## src/rtl/c8alu_pkg.sv

```systemverilog
package c8alu_pkg;

	// Operation codes; codes above MODE_SET pass the operand and flags through.
	localparam logic [4:0] MODE_ADD  = 5'd0;
	localparam logic [4:0] MODE_ADC  = 5'd1;
	localparam logic [4:0] MODE_SUB  = 5'd2;
	localparam logic [4:0] MODE_SBC  = 5'd3;
	localparam logic [4:0] MODE_CP   = 5'd4;
	localparam logic [4:0] MODE_INC  = 5'd5;
	localparam logic [4:0] MODE_DEC  = 5'd6;
	localparam logic [4:0] MODE_RLC  = 5'd7;
	localparam logic [4:0] MODE_RRC  = 5'd8;
	localparam logic [4:0] MODE_RL   = 5'd9;
	localparam logic [4:0] MODE_RR   = 5'd10;
	localparam logic [4:0] MODE_SLA  = 5'd11;
	localparam logic [4:0] MODE_SRA  = 5'd12;
	localparam logic [4:0] MODE_SWAP = 5'd13;
	localparam logic [4:0] MODE_SRL  = 5'd14;
	localparam logic [4:0] MODE_BIT  = 5'd15;
	localparam logic [4:0] MODE_RES  = 5'd16;
	localparam logic [4:0] MODE_SET  = 5'd17;
	localparam logic [4:0] MODE_PASS = 5'd18;

	typedef struct packed {
		logic [4:0] mode;
		logic [7:0] operand_a;
		logic [7:0] operand_b;
		logic [2:0] bit_sel;
		logic       zero_in;
		logic       subtract_in;
		logic       half_carry_in;
		logic       carry_in;
	} op_t;

	typedef struct packed {
		logic [7:0] result;
		logic       zero_out;
		logic       subtract_out;
		logic       half_carry_out;
		logic       carry_out;
	} res_t;

	// Stage 1: operands prepared for the shared adder, bit mask decoded.
	typedef struct packed {
		logic [4:0] mode;
		logic [7:0] a;
		logic [7:0] addend;
		logic       cin;
		logic       borrow;
		logic [7:0] mask;
		logic       z;
		logic       n;
		logic       h;
		logic       c;
	} s1_t;

	// Stage 2: result byte and flags, zero flag still to be resolved.
	typedef struct packed {
		logic [7:0] result;
		logic [7:0] zbyte;
		logic       z_from_byte;
		logic       z_fixed;
		logic       n;
		logic       h;
		logic       c;
	} s2_t;

endpackage

```

## src/rtl/c8alu_prep.sv

```systemverilog
module c8alu_prep (
	input  logic           clk,
	input  logic           en,
	input  c8alu_pkg::op_t op,
	output c8alu_pkg::s1_t data_s1
);
	import c8alu_pkg::*;

	s1_t nxt;

	always_comb begin
		nxt        = '0;
		nxt.mode   = op.mode;
		nxt.a      = op.operand_a;
		nxt.mask   = 8'b0000_0001 << op.bit_sel;
		nxt.z      = op.zero_in;
		nxt.n      = op.subtract_in;
		nxt.h      = op.half_carry_in;
		nxt.c      = op.carry_in;
		nxt.addend = op.operand_b;
		nxt.cin    = 1'b0;
		nxt.borrow = 1'b0;
		// subtract as a + ~b + 1 - carry; carries then read as inverted borrows
		unique case (op.mode) inside
			MODE_ADC: begin
				nxt.cin = op.carry_in;
			end
			MODE_SUB, MODE_CP: begin
				nxt.addend = ~op.operand_b;
				nxt.cin    = 1'b1;
				nxt.borrow = 1'b1;
			end
			MODE_SBC: begin
				nxt.addend = ~op.operand_b;
				nxt.cin    = ~op.carry_in;
				nxt.borrow = 1'b1;
			end
			MODE_INC: begin
				nxt.addend = 8'h00;
				nxt.cin    = 1'b1;
			end
			MODE_DEC: begin
				nxt.addend = 8'hFF;
				nxt.borrow = 1'b1;
			end
			default: begin
				nxt.cin = 1'b0;
			end
		endcase
	end

	always_ff @(posedge clk) begin
		if (en) begin
			data_s1 <= nxt;
		end
	end

endmodule

```

## src/rtl/c8alu_exec.sv

```systemverilog
module c8alu_exec (
	input  logic           clk,
	input  logic           en,
	input  c8alu_pkg::s1_t data_s1,
	output c8alu_pkg::s2_t data_s2
);
	import c8alu_pkg::*;

	logic [4:0] lo;
	logic [8:0] sum;
	logic       hc;
	logic       cc;
	s2_t        nxt;

	assign lo  = {1'b0, data_s1.a[3:0]} + {1'b0, data_s1.addend[3:0]} + {4'b0, data_s1.cin};
	assign sum = {1'b0, data_s1.a} + {1'b0, data_s1.addend} + {8'b0, data_s1.cin};
	assign hc  = lo[4] ^ data_s1.borrow;
	assign cc  = sum[8] ^ data_s1.borrow;

	always_comb begin
		nxt             = '0;
		nxt.result      = data_s1.a;
		nxt.zbyte       = data_s1.a;
		nxt.z_from_byte = 1'b1;
		nxt.z_fixed     = data_s1.z;
		nxt.n           = 1'b0;
		nxt.h           = 1'b0;
		nxt.c           = data_s1.c;
		unique case (data_s1.mode) inside
			MODE_ADD, MODE_ADC: begin
				nxt.result = sum[7:0];
				nxt.zbyte  = sum[7:0];
				nxt.h      = hc;
				nxt.c      = cc;
			end
			MODE_SUB, MODE_SBC: begin
				nxt.result = sum[7:0];
				nxt.zbyte  = sum[7:0];
				nxt.n      = 1'b1;
				nxt.h      = hc;
				nxt.c      = cc;
			end
			MODE_CP: begin
				nxt.zbyte = sum[7:0];
				nxt.n     = 1'b1;
				nxt.h     = hc;
				nxt.c     = cc;
			end
			MODE_INC, MODE_DEC: begin
				nxt.result = sum[7:0];
				nxt.zbyte  = sum[7:0];
				nxt.n      = data_s1.borrow;
				nxt.h      = hc;
			end
			MODE_RLC: begin
				nxt.result = {data_s1.a[6:0], data_s1.a[7]};
				nxt.zbyte  = nxt.result;
				nxt.c      = data_s1.a[7];
			end
			MODE_RRC: begin
				nxt.result = {data_s1.a[0], data_s1.a[7:1]};
				nxt.zbyte  = nxt.result;
				nxt.c      = data_s1.a[0];
			end
			MODE_RL: begin
				nxt.result = {data_s1.a[6:0], data_s1.c};
				nxt.zbyte  = nxt.result;
				nxt.c      = data_s1.a[7];
			end
			MODE_RR: begin
				nxt.result = {data_s1.c, data_s1.a[7:1]};
				nxt.zbyte  = nxt.result;
				nxt.c      = data_s1.a[0];
			end
			MODE_SLA: begin
				nxt.result = {data_s1.a[6:0], 1'b0};
				nxt.zbyte  = nxt.result;
				nxt.c      = data_s1.a[7];
			end
			MODE_SRA: begin
				nxt.result = {data_s1.a[7], data_s1.a[7:1]};
				nxt.zbyte  = nxt.result;
				nxt.c      = data_s1.a[0];
			end
			MODE_SWAP: begin
				nxt.result = {data_s1.a[3:0], data_s1.a[7:4]};
				nxt.zbyte  = nxt.result;
				nxt.c      = 1'b0;
			end
			MODE_SRL: begin
				nxt.result = {1'b0, data_s1.a[7:1]};
				nxt.zbyte  = nxt.result;
				nxt.c      = data_s1.a[0];
			end
			MODE_BIT: begin
				nxt.z_from_byte = 1'b0;
				nxt.z_fixed     = ~|(data_s1.a & data_s1.mask);
				nxt.h           = 1'b1;
			end
			MODE_RES: begin
				nxt.result      = data_s1.a & ~data_s1.mask;
				nxt.z_from_byte = 1'b0;
				nxt.n           = data_s1.n;
				nxt.h           = data_s1.h;
			end
			MODE_SET: begin
				nxt.result      = data_s1.a | data_s1.mask;
				nxt.z_from_byte = 1'b0;
				nxt.n           = data_s1.n;
				nxt.h           = data_s1.h;
			end
			default: begin
				// pass and unused codes keep every flag
				nxt.z_from_byte = 1'b0;
				nxt.n           = data_s1.n;
				nxt.h           = data_s1.h;
			end
		endcase
	end

	always_ff @(posedge clk) begin
		if (en) begin
			data_s2 <= nxt;
		end
	end

endmodule

```

## src/rtl/c8alu_fin.sv

```systemverilog
module c8alu_fin (
	input  logic            clk,
	input  logic            en,
	input  c8alu_pkg::s2_t  data_s2,
	output c8alu_pkg::res_t data_s3
);
	import c8alu_pkg::*;

	res_t nxt;

	always_comb begin
		nxt.result         = data_s2.result;
		nxt.zero_out       = data_s2.z_from_byte ? (data_s2.zbyte == 8'h00) : data_s2.z_fixed;
		nxt.subtract_out   = data_s2.n;
		nxt.half_carry_out = data_s2.h;
		nxt.carry_out      = data_s2.c;
	end

	always_ff @(posedge clk) begin
		if (en) begin
			data_s3 <= nxt;
		end
	end

endmodule

```

## src/rtl/cpu8_alu_with_flags.sv

```systemverilog
// 8-bit CPU ALU with Z, N, H and C flags. Each beat on the op channel carries
// an operation code, two operand bytes, a bit index and the incoming flags;
// each beat on the res channel returns the result byte and the new flags, in
// order, one result per operation. The block is a three-stage pipeline:
// operand preparation and bit-mask decode, the shared 8-bit adder with the
// shift and bit units, then zero detection into the output register. It takes
// one beat every cycle while op_stall is low; an accepted operation passes
// through the stage 1, stage 2 and output registers before res_valid rises.
// A stall on the result side holds the pipeline, and op_stall rises only
// when every stage is full. Codes 18 and above return operand_a with the flags
// unchanged.
module cpu8_alu_with_flags (
	input  logic             clk,
	input  logic             arst_n,
	input  logic             op_valid,
	output logic             op_stall,
	input  c8alu_pkg::op_t   op,
	output logic             res_valid,
	input  logic             res_stall,
	output c8alu_pkg::res_t  res
);
	import c8alu_pkg::*;

	s1_t  data_s1;
	s2_t  data_s2;
	logic valid_s1;
	logic valid_s2;
	logic valid_s3;
	logic en1;
	logic en2;
	logic en3;

	// advance a stage when it is empty or its contents move on
	assign en3      = ~valid_s3 | ~res_stall;
	assign en2      = ~valid_s2 | en3;
	assign en1      = ~valid_s1 | en2;
	assign op_stall = ~en1;
	assign res_valid = valid_s3;

	always_ff @(posedge clk or negedge arst_n) begin
		if (!arst_n) begin
			valid_s1 <= 1'b0;
			valid_s2 <= 1'b0;
			valid_s3 <= 1'b0;
		end else begin
			if (en1) begin
				valid_s1 <= op_valid;
			end
			if (en2) begin
				valid_s2 <= valid_s1;
			end
			if (en3) begin
				valid_s3 <= valid_s2;
			end
		end
	end

	c8alu_prep u_prep (
		.clk     (clk),
		.en      (en1 & op_valid),
		.op      (op),
		.data_s1 (data_s1)
	);

	c8alu_exec u_exec (
		.clk     (clk),
		.en      (en2 & valid_s1),
		.data_s1 (data_s1),
		.data_s2 (data_s2)
	);

	c8alu_fin u_fin (
		.clk     (clk),
		.en      (en3 & valid_s2),
		.data_s2 (data_s2),
		.data_s3 (res)
	);

endmodule

```

## config.mk

```make
export PLATFORM = sky130hd
export DESIGN_NAME = cpu8_alu_with_flags
export DESIGN_NICKNAME = d
export VERILOG_FILES = /design/src/rtl/c8alu_pkg.sv /design/src/rtl/c8alu_prep.sv /design/src/rtl/c8alu_exec.sv /design/src/rtl/c8alu_fin.sv /design/src/rtl/cpu8_alu_with_flags.sv
export SDC_FILE = /design/constraint.sdc
export NUM_CORES = 1
export LEC_CHECK = 0
export BUFFER_PORTS_ARGS = -buffer_cell sky130_fd_sc_hd__buf_4
export CAP_MARGIN = 10
export CORE_UTILIZATION = 30
export DETAILED_ROUTE_END_ITERATION = 10
export PLACE_DENSITY = 0.5
export RECOVER_POWER = 100
export SYNTH_ARGS = -nofsm -noshare
export SYNTH_HDL_FRONTEND = slang
export SYNTH_SLANG_ARGS = --single-unit
```

## constraint.sdc

```tcl
create_clock -name clk -period 4.9 [get_ports clk]
set_clock_uncertainty 0.05 [all_clocks]
set_input_delay 1.225 -clock clk [delete_from_list [all_inputs] [get_ports clk]]
set_output_delay 1.225 -clock clk [all_outputs]
set_load 0.01 [all_outputs]
```

==> impl_metrics.toml <==
[detailed_routing]
antenna_left = 0
wl_met2_mm = 3.55
dr_wl_met3_um = 430
via_per_inst = 5.10
num_vias = 2481
wirelength_mm = 7.93
first_pass_iters = 8
drt_iter0_drc = 227
wl_met1_mm = 3.75
top_layer_used = "met4"
wire_per_inst_um = 16.3
drc = 1

[sta]
finalHoldViolCount = 0
max_slew.worst_pin.slew_ns = 1.88
min_period_over_period = 0.639
period_minus_slack_ns = 3.13
finalSetupViolations = 0
tns_ns = 0
maxSlewHeadroom = -0.253
rsz0062_at_grt = "no"
final-max-slew-violation-count = 36
layout_setup_ws_ns = 1.77
worst_hold_slack_ns = 0.369
clock.fmax_mhz = 319

[global_routing]
gr-total-overflow = 0
grt_antenna_before_repair = 0
globalRouteTotalUtil = 0.136
grt_max_degree = 36
grt_pass1_wl_mm = 12.7
grt_pass1_vias = 2436

[logic_synthesis]
syn_inst = 290
syn_nets = 331
synthTopCellsByCount = "68 x edfxtp_1, 27 x nand2_1, 18 x o21ai_0"
yosys_warnings = 0
synth_ff_type = "edfxtp_1"
ys_top_cells_by_area = "edfxtp_1 57%, mux2i_1 3.3%, nand2_1 2.8%"
yosysMostFrequentCell = "edfxtp_1"
avgSynthCellArea_sq_um = 12.5
synth_top_cell_area_share = 0.565
synth_top_area_cell = "edfxtp_1"
synthArstFlopShare = 0.0423
synth_edf_count = 68
ys_ff_latch = 71
netlist_area_sq_mm = 0.00361
synth.distinct_cells = 53
ys_seq_area_frac = 0.586

[final_layout]
diodes = 0
final_nets = 379
syn2layout_area_growth_pct = 18.0
drive_above_1_share = 0.131

[worst_hold_path]
holdPathStages = 0
whs_endpoint = "u_fin.data_s3[9]"
hp-class = "flip-flop to flip-flop"
holdCritStartpoint = "u_exec.data_s2[18]"

[power]
pwr_density_cell_mw_per_mm2 = 376
power_leakage_nw = 1.56
ir_drop_mv = 0.153

[worst_setup_path]
critical_path_class = "input pin to flip-flop"
crit_top_cell = "clkbuf_1"
path_delay_family = "buffers and inverters"
reg2reg_depth = 8
arrival_ns = 3.00
r2r_slack_ns = 2.32
crit_slowest_cell = "clkbuf_1"
crit_path_end_kind = "flip-flop"
crit_chain = "clkbuf_1 > nand4_1 > and2_0 > clkbuf_1"
start_kind = "input pin"
r2r-start = "u_prep.data_s1[22]"
crit_required_ns = 4.77
path_max_fanout = 35
r2r_end = "u_exec.data_s2[19]"
worst-path-buf-inv = 2
slowest_delay_ns = 1.34

[floorplan]
dieArea_sq_mm = 0.0125
start_util = 0.312
top_level_ports = 46
placement_rows = 39
die_y_um = 112
coreArea_sq_mm = 0.0116
die_x_um = 112

[placed_design]
globalplace.congestion = 0.863
io_buffers = 45
dpl_worst_slack_ns = 1.95
hpwl_mm = 5.79

[clocking]
cts_buffers = 9
clock-root-buffer = "clkbuf_16"
hold_buffers = 0
htreeDepth = 3
postCtsSetupRepairBufs = 0
cts_sinks = 71
clkTransAtPathRegs_ns = 0.06
tritoncts = "yes"
cts_resized = 0
clock_path_buffers = 2
worstSkewPairLatency_ns = 0.33

[status]
status = "finished with violations"
violations = "DRC, capacitance limit, slew limit"

[run]
drv_cap = 1
==> worst max-delay path by stage <==
stage | endpoint | slack, ns | start | cells past startpoint
6_report | u_prep.data_s1[5] | 1.77 | res_stall | 4
5_1_grt | u_prep.data_s1[5] | 1.54 | res_stall | 4
4_1_cts | op_stall | 1.95 | res_stall | 4
3_5_place_dp | op_stall | 1.95 | res_stall | 4
3_3_place_gp | op_stall | 1.95 | res_stall | 4
2_1_floorplan | op_stall | 2.18 | res_stall | 2
==> logic make-up after synthesis <==
logic type / Yosys count / synth area share
AOI/OAI and AO/OA: 74 / 0.153
xor gates and xnor gates: 9 / 0.0218
adders and majority gates: 9 / 0.0353
buffers and inverters: 21 / 0.0277
DFF: 71 / 0.586
muxes: 15 / 0.0426
and+or+nand+nor: 91 / 0.133
==> per-stage QoR <==
| stage | utilization | instances | cell area [sq um] | power (W) |
|---|---|---|---|---|
| final | 0.368 | 486 | 4260 | 0.00160 |
| after global routing | 0.368 | 486 | 4260 | 0.00168 |
| after CTS | 0.377 | 486 | 4360 | 0.00164 |
| after detailed placement | 0.353 | 470 | 4080 | 0.00104 |
| after global placement | 0.353 | 470 | 4080 | 0.00104 |
| after floorplan | - | 290 | 3610 | 0.000940 |
==> cell usage in the layout, fill, tap and decap left out, drive strengths merged, types with 6 or more instances in the layout <==
cell    Yosys  layout
inv        11      13
buf         6      11
nand3       9       9
o21ai      19      19
nand2      27      27
nand2b      9       9
nor2       11      11
a21oi      10      10
ha          7       7
mux2i      12      12
clkbuf      4      45
xnor2       7       7
a222oi      8       8
nor3        6       6
edfxtp     68      68
==> power by group <==
group	switching [W]	total (W)	internal [W]
clock network	0.000246	0.000588	0.000342
logic	0.000130	0.000223	0.0000928
registers	0.0000440	0.000790	0.000746
total	0.000421	0.00160	0.00118
==> per-layer routing <==
layer | up-vias | track usage
met3 | 12 | 0.0370
met4 | 0 | 0.0739
met1 | 1150 | 0.181
met2 | 84 | 0.200
li1 | 1235 | -
met5 | - | 0
==> sequential cells by signal (all words and copies together) (netlist names) <==
name            count
valid_s2            1
u_exec.data_s2     21
u_fin.data_s3      12
u_prep.data_s1     35
res_valid           1
valid_s1            1
==> layout make-up <==
type	count	area, sq um
Fill cell	1128	7300
Multi-Input combinational cell	198	1390
Inverter	11	41.3
Clock buffer	9	225
Tap cell	143	179
Sequential cell	71	2120
Clock inverter	7	46.3
Timing Repair Buffer	47	263
Note: power is estimated with default switching activity, not from simulation.
